==> config.mk <==
export PLATFORM = sky130hd
export DESIGN_NAME = tga_rle_pixel_decoder_flat
export DESIGN_NICKNAME = d
export VERILOG_FILES = /design/src/rtl/core/tgarle_pkg.sv /design/src/rtl/core/tgarle_if.sv /design/src/rtl/core/tgarle_cfg.sv /design/src/rtl/core/tgarle_core.sv /design/src/rtl/core/tgarle_outreg.sv /design/src/rtl/core/tga_rle_pixel_decoder.sv /design/src/flat_wrapper.sv
export SDC_FILE = /design/constraint.sdc
export NUM_CORES = 1
export LEC_CHECK = 0
export ABC_AREA = 0
export ABC_CLOCK_PERIOD_IN_PS = 16400
export BUFFER_PORTS_ARGS = -buffer_cell sky130_fd_sc_hd__buf_2
export CORE_AREA = 10 10 123 208
export DETAILED_ROUTE_END_ITERATION = 8
export DIE_AREA = 0 0 133 218
export PLACE_DENSITY = 0.72
export SLEW_MARGIN = 20
export SYNTH_ARGS = -nofsm -noshare
export SYNTH_HDL_FRONTEND = slang
export SYNTH_SLANG_ARGS = --single-unit
==> constraint.sdc <==
create_clock -name clk -period 16.4 [get_ports clk]
set_input_delay 1.64 -clock clk [delete_from_list [all_inputs] [get_ports clk]]
set_output_delay 1.64 -clock clk [all_outputs]
set_load 0.03 [all_outputs]
==> src/rtl/core/tgarle_pkg.sv <==
// Shared types and constants of the run-length pixel decoder.
`default_nettype none

package tgarle_pkg;

    // Configuration register indexes
    localparam int CfgIdxW = 1;
    localparam logic [CfgIdxW-1:0] CFG_PIXEL_TOTAL   = 1'd0;
    localparam logic [CfgIdxW-1:0] CFG_ALPHA_PRESENT = 1'd1;

    // Packet header coding
    localparam logic [7:0] RUN_BIAS = 8'd127;

    // Pixel sizes in bytes
    localparam logic [2:0] BYTES_RGB  = 3'd3;
    localparam logic [2:0] BYTES_RGBA = 3'd4;

    typedef struct packed {
        logic [31:0] pixel_total;
        logic        alpha_present;
    } tgarle_cfg_t;

    typedef struct packed {
        logic [7:0] red;
        logic [7:0] green;
        logic [7:0] blue;
        logic [7:0] alpha;
        logic [7:0] repeat_count;
        logic       image_done;
        logic       overflow;
    } tgarle_pix_t;

endpackage

`default_nettype wire

==> src/rtl/core/tgarle_if.sv <==
// Valid/ready channel interfaces for the packet byte stream and the pixel results.
`default_nettype none

interface tgarle_byte_if;
    logic       valid;
    logic       ready;
    logic [7:0] stream_byte;

    modport source (output valid, output stream_byte, input ready);
    modport sink   (input valid, input stream_byte, output ready);
endinterface

interface tgarle_pix_if;
    logic       valid;
    logic       ready;
    logic [7:0] red;
    logic [7:0] green;
    logic [7:0] blue;
    logic [7:0] alpha;
    logic [7:0] repeat_count;
    logic       image_done;
    logic       overflow;

    modport source (output valid, output red, output green, output blue, output alpha,
                    output repeat_count, output image_done, output overflow,
                    input ready);
    modport sink   (input valid, input red, input green, input blue, input alpha,
                    input repeat_count, input image_done, input overflow,
                    output ready);
endinterface

`default_nettype wire

==> src/rtl/core/tgarle_cfg.sv <==
// Configuration registers: pixel total and alpha enable.
`default_nettype none

module tgarle_cfg (
    input  wire logic                          clk,
    input  wire logic                          rst_n,
    input  wire logic                          cfg_wr_en,
    input  wire logic [tgarle_pkg::CfgIdxW-1:0] cfg_index,
    input  wire logic [31:0]                   cfg_wdata,
    output tgarle_pkg::tgarle_cfg_t            cfg
);
    import tgarle_pkg::*;

    logic [31:0] pixel_total_reg;
    logic        alpha_present_reg;

    // Capture register writes
    always_ff @(posedge clk or negedge rst_n)
    begin
        if (!rst_n)
        begin
            pixel_total_reg   <= 32'd1;
            alpha_present_reg <= 1'b0;
        end
        else if (cfg_wr_en)
        begin
            case (cfg_index)
                CFG_PIXEL_TOTAL:   pixel_total_reg   <= cfg_wdata;
                CFG_ALPHA_PRESENT: alpha_present_reg <= cfg_wdata[0];
                default:           ;
            endcase
        end
    end

    assign cfg.pixel_total   = pixel_total_reg;
    assign cfg.alpha_present = alpha_present_reg;

endmodule

`default_nettype wire

==> src/rtl/core/tgarle_core.sv <==
// Input register, packet state and per-byte decode step.
`default_nettype none

module tgarle_core (
    input  wire logic                 clk,
    input  wire logic                 rst_n,
    input  wire tgarle_pkg::tgarle_cfg_t cfg,
    tgarle_byte_if.sink               stream,
    input  wire logic                 res_ready,
    output logic                      res_load,
    output tgarle_pkg::tgarle_pix_t   res
);
    import tgarle_pkg::*;

    logic        in_valid_reg;
    logic [7:0]  in_byte_reg;

    logic        awaiting_header_reg, awaiting_header_next;
    logic        is_run_reg,          is_run_next;
    logic        dropping_reg,        dropping_next;
    logic [7:0]  left_reg,            left_next;
    logic [1:0]  bip_reg,             bip_next;
    logic [31:0] color_reg,           color_next;
    logic [31:0] done_cnt_reg,        done_cnt_next;

    logic        advance;
    logic        emit;
    logic [2:0]  bpp;
    logic [31:0] total;
    logic [31:0] missing;
    logic [31:0] color_new;
    logic [7:0]  left_dec;
    logic [7:0]  count;
    logic        done_flag;
    logic        ovf_flag;

    // Step the held byte whenever the result side can take a result
    assign advance      = in_valid_reg && res_ready;
    assign stream.ready = !in_valid_reg || advance;

    // Hold the accepted byte
    always_ff @(posedge clk or negedge rst_n)
    begin
        if (!rst_n)
        begin
            in_valid_reg <= 1'b0;
        end
        else if (stream.ready)
        begin
            in_valid_reg <= stream.valid;
        end
    end

    always_ff @(posedge clk)
    begin
        if (stream.ready && stream.valid)
        begin
            in_byte_reg <= stream.stream_byte;
        end
    end

    // Pixel count arithmetic: a zero total acts as one
    assign bpp      = cfg.alpha_present ? BYTES_RGBA : BYTES_RGB;
    assign total    = (cfg.pixel_total == 32'd0) ? 32'd1 : cfg.pixel_total;
    assign missing  = (done_cnt_reg < total) ? (total - done_cnt_reg) : 32'd1;
    assign left_dec = left_reg - 8'd1;

    // Insert the byte at its position in the pixel
    always_comb
    begin
        color_new = color_reg;
        case (bip_reg)
            2'd0:    color_new[7:0]   = in_byte_reg;
            2'd1:    color_new[15:8]  = in_byte_reg;
            2'd2:    color_new[23:16] = in_byte_reg;
            default: color_new[31:24] = in_byte_reg;
        endcase
    end

    // Decode step
    always_comb
    begin
        awaiting_header_next = awaiting_header_reg;
        is_run_next          = is_run_reg;
        dropping_next        = dropping_reg;
        left_next            = left_reg;
        bip_next             = bip_reg;
        color_next           = color_reg;
        done_cnt_next        = done_cnt_reg;
        emit                 = 1'b0;
        count                = 8'd1;
        done_flag            = 1'b0;
        ovf_flag             = 1'b0;

        if (advance)
        begin
            if (awaiting_header_reg)
            begin
                // Open a raw packet or a run
                is_run_next          = in_byte_reg[7];
                left_next            = in_byte_reg[7] ? (in_byte_reg - RUN_BIAS)
                                                      : (in_byte_reg + 8'd1);
                awaiting_header_next = 1'b0;
                dropping_next        = 1'b0;
                bip_next             = 2'd0;
                color_next           = 32'd0;
            end
            else if (({1'b0, bip_reg} + 3'd1) < bpp)
            begin
                color_next = color_new;
                bip_next   = bip_reg + 2'd1;
            end
            else
            begin
                bip_next   = 2'd0;
                color_next = 32'd0;
                if (dropping_reg)
                begin
                    // Discard the rest of a clipped raw packet
                    left_next = left_dec;
                    if (left_dec == 8'd0)
                    begin
                        dropping_next        = 1'b0;
                        awaiting_header_next = 1'b1;
                    end
                end
                else if (is_run_reg)
                begin
                    emit                 = 1'b1;
                    left_next            = 8'd0;
                    awaiting_header_next = 1'b1;
                    if ({24'd0, left_reg} >= missing)
                    begin
                        // Clip the run at the image end
                        count         = missing[7:0];
                        done_flag     = 1'b1;
                        ovf_flag      = ({24'd0, left_reg} > missing);
                        done_cnt_next = 32'd0;
                    end
                    else
                    begin
                        count         = left_reg;
                        done_cnt_next = done_cnt_reg + {24'd0, left_reg};
                    end
                end
                else
                begin
                    emit      = 1'b1;
                    left_next = left_dec;
                    if (missing == 32'd1)
                    begin
                        done_flag     = 1'b1;
                        ovf_flag      = (left_dec != 8'd0);
                        done_cnt_next = 32'd0;
                        dropping_next = (left_dec != 8'd0);
                    end
                    else
                    begin
                        done_cnt_next = done_cnt_reg + 32'd1;
                    end
                    if (left_dec == 8'd0)
                    begin
                        awaiting_header_next = 1'b1;
                    end
                end
            end
        end
    end

    // Hold packet state
    always_ff @(posedge clk or negedge rst_n)
    begin
        if (!rst_n)
        begin
            awaiting_header_reg <= 1'b1;
            is_run_reg          <= 1'b0;
            dropping_reg        <= 1'b0;
            left_reg            <= 8'd0;
            bip_reg             <= 2'd0;
            color_reg           <= 32'd0;
            done_cnt_reg        <= 32'd0;
        end
        else
        begin
            awaiting_header_reg <= awaiting_header_next;
            is_run_reg          <= is_run_next;
            dropping_reg        <= dropping_next;
            left_reg            <= left_next;
            bip_reg             <= bip_next;
            color_reg           <= color_next;
            done_cnt_reg        <= done_cnt_next;
        end
    end

    // Result for the output register
    assign res_load         = emit;
    assign res.red          = color_new[23:16];
    assign res.green        = color_new[15:8];
    assign res.blue         = color_new[7:0];
    assign res.alpha        = cfg.alpha_present ? color_new[31:24] : 8'd0;
    assign res.repeat_count = count;
    assign res.image_done   = done_flag;
    assign res.overflow     = ovf_flag;

endmodule

`default_nettype wire

==> src/rtl/core/tgarle_outreg.sv <==
// Result register that drives the pixel channel.
`default_nettype none

module tgarle_outreg (
    input  wire logic                 clk,
    input  wire logic                 rst_n,
    input  wire logic                 res_load,
    input  wire tgarle_pkg::tgarle_pix_t res,
    output logic                      res_ready,
    tgarle_pix_if.source              pixel
);
    import tgarle_pkg::*;

    logic        valid_reg;
    tgarle_pix_t pix_reg;

    // Free when empty or when the current transaction completes
    assign res_ready = !valid_reg || pixel.ready;

    always_ff @(posedge clk or negedge rst_n)
    begin
        if (!rst_n)
        begin
            valid_reg <= 1'b0;
        end
        else if (res_ready)
        begin
            valid_reg <= res_load;
        end
    end

    always_ff @(posedge clk)
    begin
        if (res_ready && res_load)
        begin
            pix_reg <= res;
        end
    end

    assign pixel.valid        = valid_reg;
    assign pixel.red          = pix_reg.red;
    assign pixel.green        = pix_reg.green;
    assign pixel.blue         = pix_reg.blue;
    assign pixel.alpha        = pix_reg.alpha;
    assign pixel.repeat_count = pix_reg.repeat_count;
    assign pixel.image_done   = pix_reg.image_done;
    assign pixel.overflow     = pix_reg.overflow;

endmodule

`default_nettype wire

==> src/rtl/core/tga_rle_pixel_decoder.sv <==
// Top level of the run-length pixel decoder.
// A byte is held in the input register, and a pixel that it completes is loaded into the result register.
// Throughput: one byte per cycle; the input register advances whenever the
// result register is empty or its transaction completes.
// Reset (rst_n low, asynchronous): expect a header, pixel count zero,
// pixel_total 1, alpha_present 0, both channels empty.
`default_nettype none

module tga_rle_pixel_decoder (
    input  wire logic                          clk,
    input  wire logic                          rst_n,
    input  wire logic                          cfg_wr_en,
    input  wire logic [tgarle_pkg::CfgIdxW-1:0] cfg_index,
    input  wire logic [31:0]                   cfg_wdata,
    tgarle_byte_if.sink                        stream,
    tgarle_pix_if.source                       pixel
);
    import tgarle_pkg::*;

    tgarle_cfg_t cfg;
    tgarle_pix_t res;
    logic        res_load;
    logic        res_ready;

    tgarle_cfg u_cfg (
        .clk       (clk),
        .rst_n     (rst_n),
        .cfg_wr_en (cfg_wr_en),
        .cfg_index (cfg_index),
        .cfg_wdata (cfg_wdata),
        .cfg       (cfg)
    );

    tgarle_core u_core (
        .clk       (clk),
        .rst_n     (rst_n),
        .cfg       (cfg),
        .stream    (stream),
        .res_ready (res_ready),
        .res_load  (res_load),
        .res       (res)
    );

    tgarle_outreg u_outreg (
        .clk       (clk),
        .rst_n     (rst_n),
        .res_load  (res_load),
        .res       (res),
        .res_ready (res_ready),
        .pixel     (pixel)
    );

endmodule

`default_nettype wire

==> src/flat_wrapper.sv <==
// flat-port wrapper written by rule: the top's interface ports become plain ports
module tga_rle_pixel_decoder_flat import tgarle_pkg::*;
  (clk, rst_n, cfg_wr_en, cfg_index, cfg_wdata, stream_valid, stream_stream_byte, stream_ready, pixel_valid, pixel_red, pixel_green, pixel_blue, pixel_alpha, pixel_repeat_count, pixel_image_done, pixel_overflow, pixel_ready);
  tgarle_byte_if stream_i ();
  tgarle_pix_if pixel_i ();
  input  wire logic clk;
  input  wire logic rst_n;
  input  wire logic cfg_wr_en;
  input  wire logic [tgarle_pkg::CfgIdxW-1:0] cfg_index;
  input  wire logic [31:0] cfg_wdata;
  input wire logic [$bits(stream_i.valid)-1:0] stream_valid;
  input wire logic [$bits(stream_i.stream_byte)-1:0] stream_stream_byte;
  output wire logic [$bits(stream_i.ready)-1:0] stream_ready;
  output wire logic [$bits(pixel_i.valid)-1:0] pixel_valid;
  output wire logic [$bits(pixel_i.red)-1:0] pixel_red;
  output wire logic [$bits(pixel_i.green)-1:0] pixel_green;
  output wire logic [$bits(pixel_i.blue)-1:0] pixel_blue;
  output wire logic [$bits(pixel_i.alpha)-1:0] pixel_alpha;
  output wire logic [$bits(pixel_i.repeat_count)-1:0] pixel_repeat_count;
  output wire logic [$bits(pixel_i.image_done)-1:0] pixel_image_done;
  output wire logic [$bits(pixel_i.overflow)-1:0] pixel_overflow;
  input wire logic [$bits(pixel_i.ready)-1:0] pixel_ready;
  assign stream_i.valid = stream_valid;
  assign stream_i.stream_byte = stream_stream_byte;
  assign stream_ready = stream_i.ready;
  assign pixel_valid = pixel_i.valid;
  assign pixel_red = pixel_i.red;
  assign pixel_green = pixel_i.green;
  assign pixel_blue = pixel_i.blue;
  assign pixel_alpha = pixel_i.alpha;
  assign pixel_repeat_count = pixel_i.repeat_count;
  assign pixel_image_done = pixel_i.image_done;
  assign pixel_overflow = pixel_i.overflow;
  assign pixel_i.ready = pixel_ready;
  tga_rle_pixel_decoder u_core (.clk(clk), .rst_n(rst_n), .cfg_wr_en(cfg_wr_en), .cfg_index(cfg_index), .cfg_wdata(cfg_wdata), .stream(stream_i), .pixel(pixel_i));
endmodule
[Yosys cells after proc, flatten, opt, wreduce, memory -nomap -nowiden]
Index checks and enable logic that the tools add are counted.
Widths: inputs -> output; s select.
Storage, ports and cells
  flip-flop bits (word level): 162
  input bits: 46
  output and inout port bits: 44
  word-level logic and storage cells: 100
Operators by class
  add/sub/neg operators: 8
  $lt $le $gt $ge: 4
  eq/ne operators: 4
  muxes and demuxes: 40
  bitwise logic cells: 6
  reduce and logical (&&, ||, !) cells: 19
Operators with widths (number)
  $mux 32: 7
  $mux 8: 10
  $add 32x1->32 const B: 1
  $add 32x8->32: 1
  $eq 32x1->1 const B: 1
  $ge 8x32->1: 1
  $gt 8x32->1: 1
  $logic_not 32->1: 1
  $lt 32x32->1: 1
  $sub 32x32->32: 1
  $mux 1: 20
  $add 8x1->8 const B: 1
  $logic_not 8->1: 1
  $reduce_and 2->1: 4
  $reduce_bool 8->1: 1
  $sub 8x1->8 const B: 1
  $sub 8x7->8 const B: 1
  $not 1->1: 6
  $reduce_or 5->1: 1
  $mux 2: 2
  $reduce_and 4->1: 1
  $reduce_or 4->1: 1
  $add 2x1->3 const B: 1
  $logic_and 1x1->1: 3
  other kinds (10): 12

[Longest topological paths before layout]
  depth after elaboration: 10
  gate-level depth with buffers: 30
  gate-level depth less buffers: 28

[Cells and area by module]
From an unflattened synthesis, not the netlist that was laid out.
Unflattened totals
  cell total of the unflattened synthesis: 1192
  area total of the unflattened synthesis: 11054.4 um^2
By module, submodules not included
  tgarle_core: times used 1, cells each 1073, area each 8331.7 um^2, seq. area each 2193.4 um^2
  tgarle_cfg: times used 1, cells each 73, area each 1407.6 um^2, seq. area each 827.0 um^2
  tgarle_outreg: times used 1, cells each 46, area each 1315.0 um^2, seq. area each 1286.2 um^2

[Worst setup path before layout]
Ideal clock, no wire load.
  path type: reg-to-reg
  from: register u_core.u_cfg.pixel_total_reg[25]
  to: register u_core.u_core.done_cnt_reg[23]
  library setup time: 0.096 ns
  arrival: 5.080 ns
  data required time: 16.304 ns
  slack: 11.224 ns
  stages on the path, launching flop included: 31
  buffers on the path: 2
  period minus slack after synthesis: 5.176 ns
  cells stage by stage: dfrtp_1 > nor4_1 > nand4_1 > nor2_1 > nor2_1 > ha_1 > inv_1 > fa_1 > nand3_1 > a21oi_1 > nor2_1 > o221ai_1 > a21o_1 > a221o_1 > and2_1 > clkbuf_1 > nand2_1 > ha_1 > nor2b_1 > o21a_1 > o21a_1 > o21ai_0 > nand2b_1 > a211oi_1 > o21ai_0 > a21oi_1 > o31ai_4 > nor2_2 > buf_2 > a21oi_1 > o31ai_1
Between the ends
  longest elaborated chain between the ends: 7
  elaborated cells between the ends (all ways): 10
  classes of those cells: add/sub: 1; order compare: 2; eq/ne: 1; mux: 5; reduce/logical: 1
RTL lines
  start, declared: RTL line tgarle_cfg.sv:14  | logic [31:0] pixel_total_reg;
  start signal, assigned: RTL line tgarle_cfg.sv:28  | CFG_PIXEL_TOTAL: pixel_total_reg <= cfg_wdata;
  $logic_not 32->1: RTL line tgarle_core.sv:64  | assign total = (cfg.pixel_total == 32'd0) ? 32'd1 : cfg.pixel_total;
  $mux 32 (*): RTL line tgarle_core.sv:64
  $sub 32x32->32 / $lt 32x32->1 (equally long branches): RTL line tgarle_core.sv:65  | assign missing = (done_cnt_reg < total) ? (total - done_cnt_reg) : 32'd1;
  $mux 32 (*): RTL line tgarle_core.sv:65
  $ge 8x32->1 / $eq 32x1->1 (equally long branches): RTL line tgarle_core.sv:132, tgarle_core.sv:150
  $mux 32, on equally long branches: RTL line tgarle_core.sv:132, tgarle_core.sv:150
  $mux 32 (*): RTL line tgarle_core.sv:127  | else if (is_run_reg)
  end signal, assigned: RTL line tgarle_core.sv:191  | done_cnt_reg <= done_cnt_next;
  end, declared: RTL line tgarle_core.sv:24  | logic [31:0] done_cnt_reg, done_cnt_next;
Mark *: on every way between the ends. The rest lies on a longest branch, timed or not.
A chain may end at the register's enable or synchronous reset.

[Worst setup path after layout]
  from: register u_core.u_cfg.pixel_total_reg[17]
  to: register u_core.u_core.done_cnt_reg[21]
The elaborated chain is that of the path after synthesis.

==> impl_metrics.env <==
export IMPL_synth_cells=1190
export IMPL_crit_path_max_fanout=13
export IMPL_critPathSlowestCell="nor2_1"
export IMPL_drt_iter0_markers=598
export IMPL_required_ns=16.74
export IMPL_worst_setup_path_type="flip-flop to flip-flop"
export IMPL_path_clk_slew_ns=0.07
export IMPL_worstMarginPinSlew_ns=0.966
export IMPL_grt_antenna_before_repair=0
export IMPL_ys_types=76
export IMPL_vdd_ir_drop_max_v=0.000128
export IMPL_slew_viol_final=0
export IMPL_clkLatencyLatePin_ns=0.43
export IMPL_place_worst_setup_slack_ns=9.92
export IMPL_cts_resized=0
export IMPL_cp_slowest_stage_delay_ns=0.79
export IMPL_first_pass_iters=5
export IMPL_grt_pass1_wl_um=50500
export IMPL_power_leakage_nw=4.77
export IMPL_ys_flop_type="dfrtp_1"
export IMPL_cp_num_buf_inv=1
export IMPL_cap_violations=0
export IMPL_diodes=0
export IMPL_grt_max_degree=81
export IMPL_die_area_um2=29000
export IMPL_fmax_mhz=152
export IMPL_numCtsBuffers=17
export IMPL_h_tree_depth=4
export IMPL_cts_setup_buffers=0
export IMPL_syn_num_nets=1296
export IMPL_drcViolationCount=0
export IMPL_ant_nets=0
export IMPL_finish_utilization=0.540
export IMPL_synth_yosys_seq_area_share=0.399
export IMPL_cp_common_cell="nor2_1"
export IMPL_power_mw=1.96
export IMPL_status="finished clean"
export IMPL_start_kind="flip-flop"
export IMPL_cp_arrival_ns=6.91
export IMPL_rows=72
export IMPL_avgSynthCellArea_um2=9.08
export IMPL_fin_crit_sh=0.401
export IMPL_io_buffer_count=89
export IMPL_wl_per_cell_um=21.0
export IMPL_finalHoldViolCount=0
export IMPL_ios=90
export IMPL_hp_start="u_core.u_core.color_reg[6]"
export IMPL_cts_root_buffer_cell="clkbuf_16"
export IMPL_crit_start="u_core.u_cfg.pixel_total_reg[17]"
export IMPL_instances_no_fill=1523
export IMPL_syn_to_final_growth_pct=10.4
export IMPL_clock_sinks=162
export IMPL_hold_path_class="flip-flop to flip-flop"
export IMPL_maxSlewHeadroom=0.355
export IMPL_cts_buffer_depth=2
export IMPL_die_w_um=133
export IMPL_cp_end_kind="flip-flop"
export IMPL_vias=9310
export IMPL_cts_tree="done"
export IMPL_fp_dieH_um=218
export IMPL_dp_cells=1491
export IMPL_setup_viol=0
export IMPL_fill_cells=2009
export IMPL_ys_warn_count=0
export IMPL_dp_hpwl_um=24100
export IMPL_synth_seq_cells=162
export IMPL_multi_input_area_um2=5940
export IMPL_synth_edf_count=50
export IMPL_drt_total_wl_um=32000
export IMPL_overflow=0
export IMPL_fin_skew_ns=0.0110
export IMPL_worst_slack_ns=9.83
export IMPL_cts_hold_buf=0
export IMPL_synth_area_um2=10800
export IMPL_gp_congestion=0.971
export IMPL_core_area_um2=22100
export IMPL_fin_tns_setup_ns=0
export IMPL_viasPerCell=6.11
export IMPL_async_flop_share=0.691
export IMPL_grt_use_total=0.218
export IMPL_nNetsFinal=1320
export IMPL_grt_pass1_vias=9498
export IMPL_initial_utilization=0.490
export IMPL_period_needed_ns=6.57
export IMPL_grt_setup_unrepaired="false"
export IMPL_critPathTopFamily="compound AO/OA/AOI/OAI gates"
export IMPL_power_density_nw_per_um2=165
export IMPL_regArea_um2=4310
export IMPL_r2r_start="u_core.u_cfg.pixel_total_reg[17]"
export IMPL_layout_drive_gt1_share=0.175
-- report_power, final --
group	total, mW	leakage, nW	internal [mW]	switching [mW]
Sequential	0.621	1.91	0.536	0.0848
Clock	0.409	0.287	0.240	0.169
Combinational	0.934	2.57	0.340	0.594
-- metal layers --
layer / routed length [um] / global-route usage / vias to the layer above
met5: 0 / 0 / -
met4: 2530 / 0.179 / 0
met3: 1430 / 0.0387 / 119
met2: 16800 / 0.392 / 334
met1: 11200 / 0.214 / 4482
li1: - / - / 4375
-- cell type report --
type / instances / share of cell area
multi-input cells: 883 / 0.498
flip-flops and latches: 162 / 0.361
repair buffers: 99 / 0.0438
clock buffers: 19 / 0.0363
well taps: 296 / 0.0310
inverters: 51 / 0.0160
clock inverters: 13 / 0.0137
-- cell usage in the layout, fill, tap and decap left out, types with 7 or more instances in the layout --
master,n
xor2_1,15
clkbuf_16,17
o21ai_0,80
nor4_1,19
o22ai_1,9
nand4_1,26
edfxtp_1,50
buf_2,88
a22o_1,11
ha_1,58
nor2b_1,10
a31oi_1,8
mux2i_1,19
and3_1,10
or3_1,8
nand3_1,31
a21o_1,24
buf_4,11
nor3_1,25
nor2_1,90
nand2_1,131
inv_1,48
a21oi_1,72
a211oi_1,14
o21ai_1,8
o21a_1,16
dfrtp_1,110
and2_1,7
o31ai_1,8
a32oi_1,7
xnor2_1,21
a221oi_1,9
nand2b_1,7
mux2_2,60
-- synthesized netlist by cell type, drive strengths merged (3+ instances only) --
cell type / count / area (um2)
clkbuf: 78 / 293
nor2: 91 / 344
or2: 6 / 37.5
a21oi: 72 / 360
o31ai: 10 / 103
xnor2: 21 / 184
nand3: 31 / 155
nor2b: 11 / 68.8
a221oi: 10 / 93.8
o221ai: 6 / 52.6
a22oi: 4 / 30.0
ha: 58 / 726
edfxtp: 50 / 1500
o22ai: 9 / 56.3
o211ai: 4 / 30.0
o2111ai: 4 / 35.0
nand2: 131 / 492
nor3b: 3 / 22.5
a22o: 11 / 96.3
o22a: 3 / 26.3
o21a: 16 / 120
a32o: 3 / 30.0
o21bai: 3 / 22.5
buf: 16 / 75.1
and2: 7 / 43.8
nand2b: 7 / 43.8
o21ai: 88 / 440
xor2: 15 / 131
a32oi: 7 / 61.3
nor4: 20 / 140
mux2i: 19 / 190
a211oi: 15 / 118
inv: 50 / 188
dfrtp: 110 / 2750
or3: 8 / 50.1
a21o: 24 / 180
and3: 10 / 62.6
nor4b: 3 / 26.3
nor3: 26 / 135
a31oi: 8 / 50.1
nand4: 27 / 184
mux2: 60 / 676
-- worst min-delay path, stage by stage, from the launching register on --
cell and delay (ns):
dfrtp_1 0.34, nand2_1 0.04, o21ai_0 0.06
-- metrics by stage --
| stage | area (um2) | hold WS [ns] |
|---|---|---|
| after floorplan | 10800 | 0.446 |
| after global placement | 11300 | 0.457 |
| after detailed placement | 11300 | 0.467 |
| after CTS | 11900 | 0.482 |
| after global routing | 11900 | 0.510 |
| final | 11900 | 0.476 |
-- kinds of logic after synthesis --
kind of cell / Yosys count / synth area share
buffers and inverters: 145 / 0.0518
adders and majority gates: 60 / 0.0709
muxes: 79 / 0.0801
DFF: 162 / 0.399
and+or+nand+nor: 387 / 0.172
xor gates and xnor gates: 36 / 0.0292
AOI/OAI and AO/OA: 321 / 0.197
-- path summary, 6_finish.rpt --
| path | endpoint | slack (ns) | cells after the start |
|---|---|---|---|
| max | u_core.u_core.done_cnt_reg[21] | 9.83 | 27 |
| min | u_core.u_core.color_reg[6] | 0.48 | 2 |
| max reg2reg | u_core.u_core.done_cnt_reg[21] | 9.83 | 27 |
| min reg2reg | u_core.u_core.color_reg[6] | 0.48 | 2 |
| max in group asynchronous | u_core.u_core.color_reg[15] | 13.85 | 2 |
| min in group asynchronous | u_core.u_core.done_cnt_reg[31] | 1.25 | 1 |
No activity file was read; power rests on OpenSTA's default activity.
